$ cat src/sv/shtp_pkg.sv
// Shared types and constants for the SHTP packet deframer.
package shtp_pkg;

  localparam int unsigned LEN_W = 15;
  localparam int unsigned BYTE_W = 8;

  localparam logic [1:0] PH_PROBE = 2'd0;
  localparam logic [1:0] PH_ARMED = 2'd1;
  localparam logic [1:0] PH_FULL  = 2'd2;
  localparam logic [1:0] PH_IDLE  = 2'd3;

  localparam logic [LEN_W-1:0] HDR_BYTES     = 15'd4;
  localparam logic [LEN_W-1:0] PSEUDO_LEN    = 15'd8;
  localparam logic [BYTE_W-1:0] PSEUDO_CHAN_MAX = 8'd2;

  localparam logic [LEN_W-1:0]  MAX_LEN_RST    = 15'd1024;
  localparam logic [BYTE_W-1:0] CHAN_LIMIT_RST = 8'd6;

  localparam logic REG_MAX_LEN    = 1'b0;
  localparam logic REG_CHAN_LIMIT = 1'b1;

  typedef struct packed {
    logic              status;
    logic              has_data;
    logic              last;
    logic              cont;
    logic [BYTE_W-1:0] seq;
    logic [BYTE_W-1:0] chan;
    logic [BYTE_W-1:0] pbyte;
  } res_t;

  function automatic logic [LEN_W-1:0] field_length(input logic [BYTE_W-1:0] lo,
                                                    input logic [BYTE_W-1:0] hi);
    field_length = {hi[6:0], lo};
  endfunction

endpackage

$ cat src/sv/shtp_packet_deframer.sv
// SHTP packet deframer: probe/full read header checks and payload word stream.
//
//  channel  dir  width  contents
//  s_axis   in   8+1    data byte, tuser = read_start
//  m_axis   out  32+2   payload/chan/seq/cont, tuser = has_data/status, tlast
//  apb      in   3/32   max_packet_length @0x0, channel_limit @0x4
//
// One input word per cycle while s_tready is high; each word is decoded in the
// accepting cycle and its result registered into the result or skid register.
// A two-entry output buffer (result register plus skid register) lets input
// flow while one result waits; s_tready drops only when both are full.
// Synchronous reset restores registers to 1024 and 6, phase to probe.
module shtp_packet_deframer (
  input  logic        clk,
  input  logic        rst,
  input  logic        s_tvalid,
  output logic        s_tready,
  input  logic [7:0]  s_tdata,   // [7:0] data
  input  logic        s_tuser,   // [0] read_start
  output logic        m_tvalid,
  input  logic        m_tready,
  output logic [31:0] m_tdata,   // [7:0] payload_byte, [15:8] chan, [23:16] seq_number,
                                 // [24] continuation, [31:25] zero
  output logic [1:0]  m_tuser,   // [0] has_data, [1] status
  output logic        m_tlast,
  input  logic        psel,
  input  logic        penable,
  input  logic        pwrite,
  input  logic [2:0]  paddr,
  input  logic [31:0] pwdata,
  output logic [31:0] prdata,
  output logic        pready
);

  localparam int unsigned LW = shtp_pkg::LEN_W;
  localparam int unsigned BW = shtp_pkg::BYTE_W;

  logic [LW-1:0] max_len;
  logic [BW-1:0] chan_limit;

  logic [1:0]    phase, phase_next;
  logic [LW-1:0] byte_count, byte_count_next;
  logic [LW-1:0] probed_length, probed_length_next;
  logic [BW-1:0] len_lo, len_lo_next;
  logic [BW-1:0] len_hi, len_hi_next;
  logic [BW-1:0] held_chan, held_chan_next;
  logic [BW-1:0] held_seq, held_seq_next;
  logic          held_cont, held_cont_next;
  logic [BW-1:0] first_pl, first_pl_next;
  logic [BW-1:0] second_pl, second_pl_next;

  logic              accept;
  logic              emit;
  shtp_pkg::res_t    res;
  shtp_pkg::res_t    out_q;
  shtp_pkg::res_t    skid_q;
  logic              skid_valid;

  // configuration port
  assign pready = 1'b1;

  always_ff @(posedge clk) begin
    if (rst) begin
      max_len    <= shtp_pkg::MAX_LEN_RST;
      chan_limit <= shtp_pkg::CHAN_LIMIT_RST;
    end else if (psel && penable && pwrite && pready) begin
      if (paddr[2] == shtp_pkg::REG_MAX_LEN) begin
        max_len <= pwdata[LW-1:0];
      end else begin
        chan_limit <= pwdata[BW-1:0];
      end
    end
  end

  always_comb begin
    if (paddr[2] == shtp_pkg::REG_CHAN_LIMIT) begin
      prdata = {{(32-BW){1'b0}}, chan_limit};
    end else begin
      prdata = {{(32-LW){1'b0}}, max_len};
    end
  end

  assign s_tready = !skid_valid;
  assign accept   = s_tvalid && s_tready;

  // per-word decode
  always_comb begin
    logic [1:0]    ph;
    logic [LW-1:0] cnt;
    logic [LW-1:0] cnt1;
    logic [LW-1:0] len;
    logic [LW-1:0] pl_len;
    logic          len_ok;
    logic          pl_ok;

    phase_next         = phase;
    byte_count_next    = byte_count;
    probed_length_next = probed_length;
    len_lo_next        = len_lo;
    len_hi_next        = len_hi;
    held_chan_next     = held_chan;
    held_seq_next      = held_seq;
    held_cont_next     = held_cont;
    first_pl_next      = first_pl;
    second_pl_next     = second_pl;
    emit               = 1'b0;

    if (s_tuser) begin
      ph  = (phase == shtp_pkg::PH_ARMED) ? shtp_pkg::PH_FULL : shtp_pkg::PH_PROBE;
      cnt = '0;
    end else begin
      ph  = phase;
      cnt = byte_count;
    end
    cnt1 = cnt + 1'b1;
    phase_next      = ph;
    byte_count_next = cnt;

    if ((ph == shtp_pkg::PH_PROBE || ph == shtp_pkg::PH_FULL) && cnt < shtp_pkg::HDR_BYTES) begin
      case (cnt[1:0])
        2'd0:    len_lo_next = s_tdata;
        2'd1:    len_hi_next = s_tdata;
        2'd2:    held_chan_next = s_tdata;
        default: if (ph == shtp_pkg::PH_FULL) held_seq_next = s_tdata;
      endcase
      byte_count_next = cnt1;
    end

    len    = shtp_pkg::field_length(len_lo_next, len_hi_next);
    len_ok = (len >= shtp_pkg::HDR_BYTES) && (len <= max_len) && (held_chan_next < chan_limit);
    pl_len = shtp_pkg::field_length(first_pl_next, second_pl_next);
    pl_ok  = 1'b0;

    res.pbyte    = '0;
    res.has_data = 1'b0;
    res.chan     = held_chan;
    res.seq      = held_seq;
    res.cont     = held_cont;
    res.last     = 1'b1;
    res.status   = 1'b0;

    if (ph == shtp_pkg::PH_PROBE) begin
      if (cnt1 == shtp_pkg::HDR_BYTES) begin
        byte_count_next = '0;
        if (len_ok) begin
          probed_length_next = len;
          phase_next         = shtp_pkg::PH_ARMED;
        end else begin
          phase_next = shtp_pkg::PH_IDLE;
        end
      end
    end else if (ph == shtp_pkg::PH_FULL) begin
      if (cnt < shtp_pkg::HDR_BYTES) begin
        if (cnt1 == shtp_pkg::HDR_BYTES) begin
          held_cont_next = len_hi_next[7];
          if (!len_ok || len != probed_length ||
              (len_hi_next[7] && len == shtp_pkg::HDR_BYTES)) begin
            phase_next = shtp_pkg::PH_IDLE;
          end else if (len == shtp_pkg::HDR_BYTES) begin
            phase_next = shtp_pkg::PH_IDLE;
            emit       = 1'b1;
            res.chan   = held_chan_next;
            res.seq    = held_seq_next;
            res.cont   = held_cont_next;
          end
        end
      end else begin
        if (cnt == shtp_pkg::HDR_BYTES) begin
          first_pl_next = s_tdata;
        end else if (cnt == shtp_pkg::HDR_BYTES + 1'b1) begin
          second_pl_next = s_tdata;
        end
        byte_count_next = cnt1;
        pl_len          = shtp_pkg::field_length(first_pl_next, second_pl_next);
        emit            = 1'b1;
        res.pbyte       = s_tdata;
        res.has_data    = 1'b1;
        res.last        = (cnt1 >= probed_length);
        pl_ok           = (pl_len >= shtp_pkg::HDR_BYTES) && (pl_len <= max_len);
        if (res.last) begin
          phase_next = shtp_pkg::PH_IDLE;
          res.status = (probed_length == shtp_pkg::PSEUDO_LEN) &&
                       (held_chan <= shtp_pkg::PSEUDO_CHAN_MAX) && pl_ok;
        end
      end
    end
  end

  always_ff @(posedge clk) begin
    if (rst) begin
      phase         <= shtp_pkg::PH_PROBE;
      byte_count    <= '0;
      probed_length <= '0;
      len_lo        <= '0;
      len_hi        <= '0;
      held_chan     <= '0;
      held_seq      <= '0;
      held_cont     <= 1'b0;
      first_pl      <= '0;
      second_pl     <= '0;
    end else if (accept) begin
      phase         <= phase_next;
      byte_count    <= byte_count_next;
      probed_length <= probed_length_next;
      len_lo        <= len_lo_next;
      len_hi        <= len_hi_next;
      held_chan     <= held_chan_next;
      held_seq      <= held_seq_next;
      held_cont     <= held_cont_next;
      first_pl      <= first_pl_next;
      second_pl     <= second_pl_next;
    end
  end

  // output register with skid stage
  always_ff @(posedge clk) begin
    if (rst) begin
      m_tvalid   <= 1'b0;
      skid_valid <= 1'b0;
    end else if (!m_tvalid || m_tready) begin
      if (skid_valid) begin
        m_tvalid   <= 1'b1;
        skid_valid <= 1'b0;
      end else begin
        m_tvalid <= accept && emit;
      end
    end else if (accept && emit) begin
      skid_valid <= 1'b1;
    end
  end

  always_ff @(posedge clk) begin
    if (!m_tvalid || m_tready) begin
      out_q <= skid_valid ? skid_q : res;
    end else if (accept && emit) begin
      skid_q <= res;
    end
  end

  assign m_tdata = {7'd0, out_q.cont, out_q.seq, out_q.chan, out_q.pbyte};
  assign m_tuser = {out_q.status, out_q.has_data};
  assign m_tlast = out_q.last;

  a_skid_behind_out: assert property (@(posedge clk) disable iff (rst)
    skid_valid |-> m_tvalid) else $error("skid full while output empty");

  a_armed_count: assert property (@(posedge clk) disable iff (rst)
    phase == shtp_pkg::PH_ARMED |-> byte_count == '0) else $error("armed with nonzero count");

  a_empty_is_last: assert property (@(posedge clk) disable iff (rst)
    m_tvalid && !m_tuser[0] |-> m_tlast && !m_tuser[1]) else $error("empty result not last");

  a_status_on_last: assert property (@(posedge clk) disable iff (rst)
    m_tvalid && m_tuser[1] |-> m_tlast) else $error("status set on non-last result");

  a_full_count: assert property (@(posedge clk) disable iff (rst)
    phase == shtp_pkg::PH_FULL && byte_count > shtp_pkg::HDR_BYTES |->
      byte_count <= probed_length) else $error("payload count past packet length");

endmodule
$ cat config.mk
export PLATFORM = sky130hd
export DESIGN_NAME = shtp_packet_deframer
export DESIGN_NICKNAME = d
export VERILOG_FILES = /design/src/sv/shtp_pkg.sv /design/src/sv/shtp_packet_deframer.sv
export SDC_FILE = /design/constraint.sdc
export NUM_CORES = 1
export LEC_CHECK = 0
export BUFFER_PORTS_ARGS = -buffer_cell sky130_fd_sc_hd__buf_2
export CELL_PAD_IN_SITES_DETAIL_PLACEMENT = 0
export CELL_PAD_IN_SITES_GLOBAL_PLACEMENT = 1
export CORE_MARGIN = 2
export CORE_UTILIZATION = 48
export DETAILED_ROUTE_END_ITERATION = 7
export PLACE_DENSITY_LB_ADDON = 0.1
export RECOVER_POWER = 100
export SLEW_MARGIN = 10
export SYNTH_ARGS = -nofsm -noshare
export SYNTH_HDL_FRONTEND = slang
export SYNTH_SLANG_ARGS = --single-unit
$ cat constraint.sdc
create_clock -name clk -period 23.9 [get_ports clk]
set_input_delay 2.39 -clock clk [delete_from_list [all_inputs] [get_ports clk]]
set_output_delay 2.39 -clock clk [all_outputs]
set_load 0.01 [all_outputs]
Word level (Yosys, flattened, before mapping)

Index checks and enable logic that the tools add are counted.

Add/sub/neg operators: 1
Order comparisons: 8
Equality and inequality tests: 10
Mux-type cells: 53
Bitwise logic cells: 4
Reductions and logical operators: 28

Operators by type and width:

| kind                                                            | count |
|---|---|
| 2-to-1 mux 8 bit                                                | 14 |
| 2-to-1 mux 15 bit                                               | 7 |
| 2-to-1 mux 28 bit                                               | 3 |
| 2-to-1 mux 17 bit                                               | 4 |
| equality test 15 x 3 -> 1 bit (second input constant)           | 4 |
| 2-to-1 mux 7 bit                                                | 5 |
| >= comparator 15 x 3 -> 1 bit (second input constant)           | 2 |
| less-or-equal comparator 15 bit                                 | 2 |
| 2-to-1 mux 2 bit                                                | 11 |
| adder 15 x 1 -> 15 bit (second input constant)                  | 1 |
| equality test 15 x 4 -> 1 bit (second input constant)           | 1 |
| >= comparator 15 bit                                            | 1 |
| < comparator 15 x 3 -> 1 bit (second input constant)            | 1 |
| inequality test 15 bit                                          | 1 |
| logical AND 1 bit                                               | 11 |
| less-or-equal comparator 8 x 2 -> 1 bit (second input constant) | 1 |
| < comparator 8 bit                                              | 1 |
| 2-to-1 mux 1 bit                                                | 8 |
| AND reduction 4 bit                                             | 2 |
| AND reduction 2 bit                                             | 3 |
| AND reduction 5 bit                                             | 1 |
| equality test 2 x 1 -> 1 bit (second input constant)            | 2 |
| equality test 2 bit (second input constant)                     | 2 |
| logical NOT 2 bit                                               | 2 |
| 6 further kinds                                                 | 14 |

Bits in registers: 161
Input port bits: 51
Output and inout port bits: 70

Depth between registers and ports, before layout

Depth in word-level cells: 20
Mapped depth: 24
Mapped depth without buffers: 17

Worst setup path after synthesis

Ideal clock, no wire load.

Path kind: input to register
From: input port s_tuser
To: register skid_q[0] (netlist name) (enable)
Library setup time: 0.484 ns
Arrival: 9.286 ns
Setup slack: 14.131 ns
Stages: 22
Path through: clkbuf_1 > clkbuf_1 > clkbuf_1 > nor2b_1 > inv_1 > ha_1 > nor3b_1 > a41oi_1 > clkbuf_1 > nor2_1 > a21oi_1 > inv_1 > ha_1 > a2111oi_0 > a211o_1 > a31o_2 > nand4_1 > and4b_1 > buf_2 > buf_2 > a21oi_1 > nor4_1

Word-level cells in the longest chain between the ends: 18
Elaborated cells between the ends (all ways): 37
Classes of those cells: 1 x add/sub; 4 x order compare; 6 x eq/ne; 14 x mux; 12 x reduce/logical

RTL lines:

| item                                                                             | line                        | text |
|---|---|---|
| start: declaration                                                               | shtp_packet_deframer.sv:19  | `input logic s_tuser,` |
| branches (longest 4 deep; another with < comparator 15 x 3 -> 1 bit)             | --                          |  |
| 2-to-1 mux 8 bit *                                                               | shtp_packet_deframer.sv:119 | `if ((ph == shtp_pkg::PH_PROBE \|\| ph == shtp_pkg::PH_FULL) && cnt < shtp_pkg::HDR_BYTES) begin` |
| named net len_lo_next[5]                                                         | shtp_packet_deframer.sv:44  | `logic [BW-1:0] len_lo, len_lo_next;` |
| >= comparator 15 x 3 -> 1 bit or less-or-equal comparator 15 bit (tied branches) | shtp_packet_deframer.sv:130 | `len_ok = (len >= shtp_pkg::HDR_BYTES) && (len <= max_len) && (held_chan_next < chan_limit);` |
| logical AND 1 bit (2 in series)                                                  | shtp_packet_deframer.sv:130 |  |
| logical NOT 1 bit                                                                | shtp_packet_deframer.sv:156 | `if (!len_ok \|\| len != probed_length \|\|` |
| logical OR 1 bit (2 in series)                                                   | shtp_packet_deframer.sv:156 |  |
| 2-to-1 mux 1 bit *                                                               | shtp_packet_deframer.sv:156 |  |
| 2-to-1 mux 1 bit *                                                               | shtp_packet_deframer.sv:154 | `if (cnt1 == shtp_pkg::HDR_BYTES) begin` |
| 2-to-1 mux 1 bit *                                                               | shtp_packet_deframer.sv:153 | `if (cnt < shtp_pkg::HDR_BYTES) begin` |
| 2-to-1 mux 1 bit *                                                               | shtp_packet_deframer.sv:152 | `end else if (ph == shtp_pkg::PH_FULL) begin` |
| 2-to-1 mux 1 bit *                                                               | shtp_packet_deframer.sv:142 | `if (ph == shtp_pkg::PH_PROBE) begin` |
| logical AND 1 bit *                                                              | shtp_packet_deframer.sv:235 | `end else if (accept && emit) begin` |
| AND reduction 2 bit (no source line) *                                           | --                          |  |
| end signal: assignment                                                           | shtp_packet_deframer.sv:236 | `skid_q <= res;` |
| end: declaration                                                                 | shtp_packet_deframer.sv:56  | `shtp_pkg::res_t skid_q;` |

Mark *: on every way through the listed nets, which the timed path passes.
A chain may end at the register's enable or synchronous reset.

==> reports/qor.yml <==
logic_synthesis:
  synth.avg_cell_area_um2: 8.61
  synth_cell_types: 72
  seq_area_frac_synth: 0.380
  yosys_warnings: 0
  synthTopCellsByArea: "dfxtp_1 (21%), edfxtp_1 (17%), ha_1 (7.2%)"
  yosysTopAreaCell: "dfxtp_1"
  synth_top_area_frac: 0.211
  netlist_area_um2: 9960
  synth-main-ff-cell: "dfxtp_1"
  synthesis.instances: 1157
  ys_ff_latch: 161
  synth_edf_count: 56
  synthArstFlopShare: 0
sta:
  setup_violations: 0
  fmaxAchievable_mhz: 91.8
  tns_ns: 0
  hold_viol_final: 0
  tightestPinTransition_ns: 1.73
  post-route-period-util: 0.456
  slew_headroom: -0.154
  min_period_ns: 10.90
  worst_slack_ns: 13.00
  rsz0062_at_grt: "no"
  finClkSkew_ns: 0.0136
  maxSlewViolCount: 185
critical_path:
  endpoint: "skid_q[9]"
  rr_worst_depth: 17
  start_kind: "primary input"
  regToRegStartpoint: "byte_count[0]"
  cp.arrival_ns: 11.08
  r2r_slack_ns: 15.99
  crit_start: "s_tuser"
  critPathRequiredTime_ns: 24.09
  worst-path-max-fanout: 39
  reg2reg_to: "skid_q[9]"
  end_kind: "register"
  setup.worst_path.class: "in -> reg"
pwr:
  p_per_area_nw_per_um2: 57.6
  finalPower_uw: 626
  vdd_drop_max_v: 0.0000545
  static-leakage-power_uw: 0.00429
  intPower_uw: 462
  pwr-share-comb: 0.094
  switchingPower_uw: 164
  pwr-share-clk: 0.442
  seqPwrFrac: 0.464
  swShare: 0.262
die:
  die_w_um: 148
  die-area_um2: 21900
  initial_utilization: 0.491
  ios: 121
  core_area_um2: 20300
  fp-row-count: 52
  die_h_um: 148
clocking:
  insertion_delay_ns: 0.44
  htree_levels: 4
  cts_buffer_depth: 2
  cts_tree: "yes"
  clkTransAtPathRegs_ns: 0.07
  cts_made_buffers: 17
  post_cts_buffers: 0
  post_cts_resize_count: 0
  cts.root.buffer_cell: "clkbuf_16"
  cts.sinks: 161
  postCtsHoldBufs: 0
routing:
  met1Wirelength_um: 13200
  routedWlPerCell_um: 19.0
  vias_per_cell: 5.75
  ant_nets: 0
  wl_met2_um: 12700
  drt_wl_total_um: 27900
  vias: 8457
  top_layer: "met4"
  drc_errors: 0
  wl_met3_um: 1400
  dr.pass1.iters: 5
  drtIter0Drc: 800
global_route:
  grt_max_degree: 85
  grt_pass1_vias: 7804
  grt_pass1_wl_um: 44200
  antenna_found_initial: 1
  overflow: 0
  grtUsageTotal: 0.258
placed_design:
  placed_cells: 1438
  place_hpwl_um: 19200
  port_buffers: 76
  gp_congestion: 0.869
  pre_cts_ws_ns: 15.17
status:
  violations: "max-capacitance violations, max-slew violations"
  outcome: "complete, but fails checks"
finish:
  final_cell_count_no_fill: 1471
  area.growth.synth_to_final_pct: 9.09
  fin_nets: 1295
  layout-drive-gt1-share: 0.0842
  num-fill-cells: 1989
worst_hold_path:
  hold_class: "reg -> reg"
job:
  maxCapViolCount: 6
[layer usage]
metal / GRT usage / vias to the layer above
li1: - / 4169
met1: 0.370 / 3974
met2: 0.398 / 274
met3: 0.0451 / 40
met4: 0.0800 / 0
met5: 0 / -
[cells in the final DEF, fill, tap and decap left out, drive strengths merged, types with 15 or more instances in the layout]
cell type  Yosys  layout
edfxtp        56      56
inv           80      85
ha            57      57
nand2        118     118
clkbuf        57      74
mux2          23      23
nor4          16      16
a21oi         73      73
dfxtp        105     105
o21ai         42      42
nand4         25      25
nand3         15      15
a211oi        53      53
xnor2         15      15
conb           2      25
mux2i         43      43
buf           44      34
nor2         128     128
[stage by stage]
stage | area [um2] | utilization | hold slack [ns]
floorplan | 10000 | - | 0.436
global placement | 10400 | 0.512 | 0.444
detailed placement | 10400 | 0.512 | 0.447
CTS | 11000 | 0.541 | 0.456
global route | 10900 | 0.535 | 0.474
finish | 10900 | 0.535 | 0.453
[worst max-delay path, cell delays in order]
cell and delay (ns):
clkbuf_1 1.16, nor2b_1 0.41, ha_1 0.44, nor3b_1 0.18
a41oi_1 0.40, clkbuf_1 0.65, mux2i_1 0.54, inv_1 0.15
ha_1 0.32, and3_1 0.19, nand4_1 0.14, nor4_1 0.29
a31o_2 0.18, nand4_1 0.23, and4b_1 0.34, clkbuf_1 1.20
and2_0 1.37, mux2_2 0.44
[worst min path at each step]
stage	start	to	cells after the start
after global routing	max_len[6]	max_len[6]	2
after floorplan	max_len[11]	max_len[11]	2
after detailed placement	max_len[9]	max_len[9]	2
after global placement	max_len[3]	max_len[3]	2
after CTS	max_len[9]	max_len[9]	2
final	max_len[9]	max_len[9]	2
[power groups by stage]
stage | Clock [uW] | Sequential (uW) | Combinational [uW]
after global placement | 0 | 296 | 58.5
after floorplan | 0 | 296 | 43.1
after global routing | 294 | 291 | 65.5
final | 277 | 291 | 58.7
after CTS | 281 | 291 | 59.3
after detailed placement | 0 | 297 | 59.0
[layout make-up]
cell class / instances / area, um2 / share of cell area
sequential: 161 / 3780 / 0.348
tap: 270 / 338 / 0.0311
clock inverter: 13 / 151 / 0.0139
clock buffer: 19 / 433 / 0.0398
antenna: 1 / 2.50 / 0.000230
multi-input combinational: 836 / 5460 / 0.503
timing repair buffer: 89 / 389 / 0.0358
inverter: 82 / 308 / 0.0283
[Yosys cell counts, drive strengths merged, types with 10 or more instances]
cell type and n:
a41o 10, nand2 118, dfxtp 105, o211ai 13, clkbuf 57, nor4 16, and2 10, edfxtp 56
mux2 23, mux2i 43, nand3 15, nand4 25, inv 80, a211oi 53, nand2b 13, nor2 128
a21o 11, buf 44, o21ai 42, xor2 11, a21oi 73, xnor2 15, nor3 14, nor2b 13
ha 57
[flip-flops by register name, indices dropped and copies added (netlist names)]
name and count:
byte_count 15, second_pl 7, m_tlast 1, len_lo 8, len_hi 8, held_seq 8, m_tdata 25, skid_q 28
m_tuser 2, phase 2, skid_valid 1, held_cont 1, first_pl 8, chan_limit 8, max_len 15, m_tvalid 1
held_chan 8, probed_length 15
[logic make-up after synthesis]
kind of cell / Yosys count / share of synthesized area
and+or+nand+nor: 378 / 0.182
muxes: 66 / 0.0692
buffers and inverters: 183 / 0.0811
other: 2 / 0.000754
xor gates and xnor gates: 26 / 0.0229
DFF: 161 / 0.380
AOI/OAI and AO/OA: 284 / 0.193
adders and majority gates: 57 / 0.0716
Note: power is estimated with default switching activity, not from simulation.
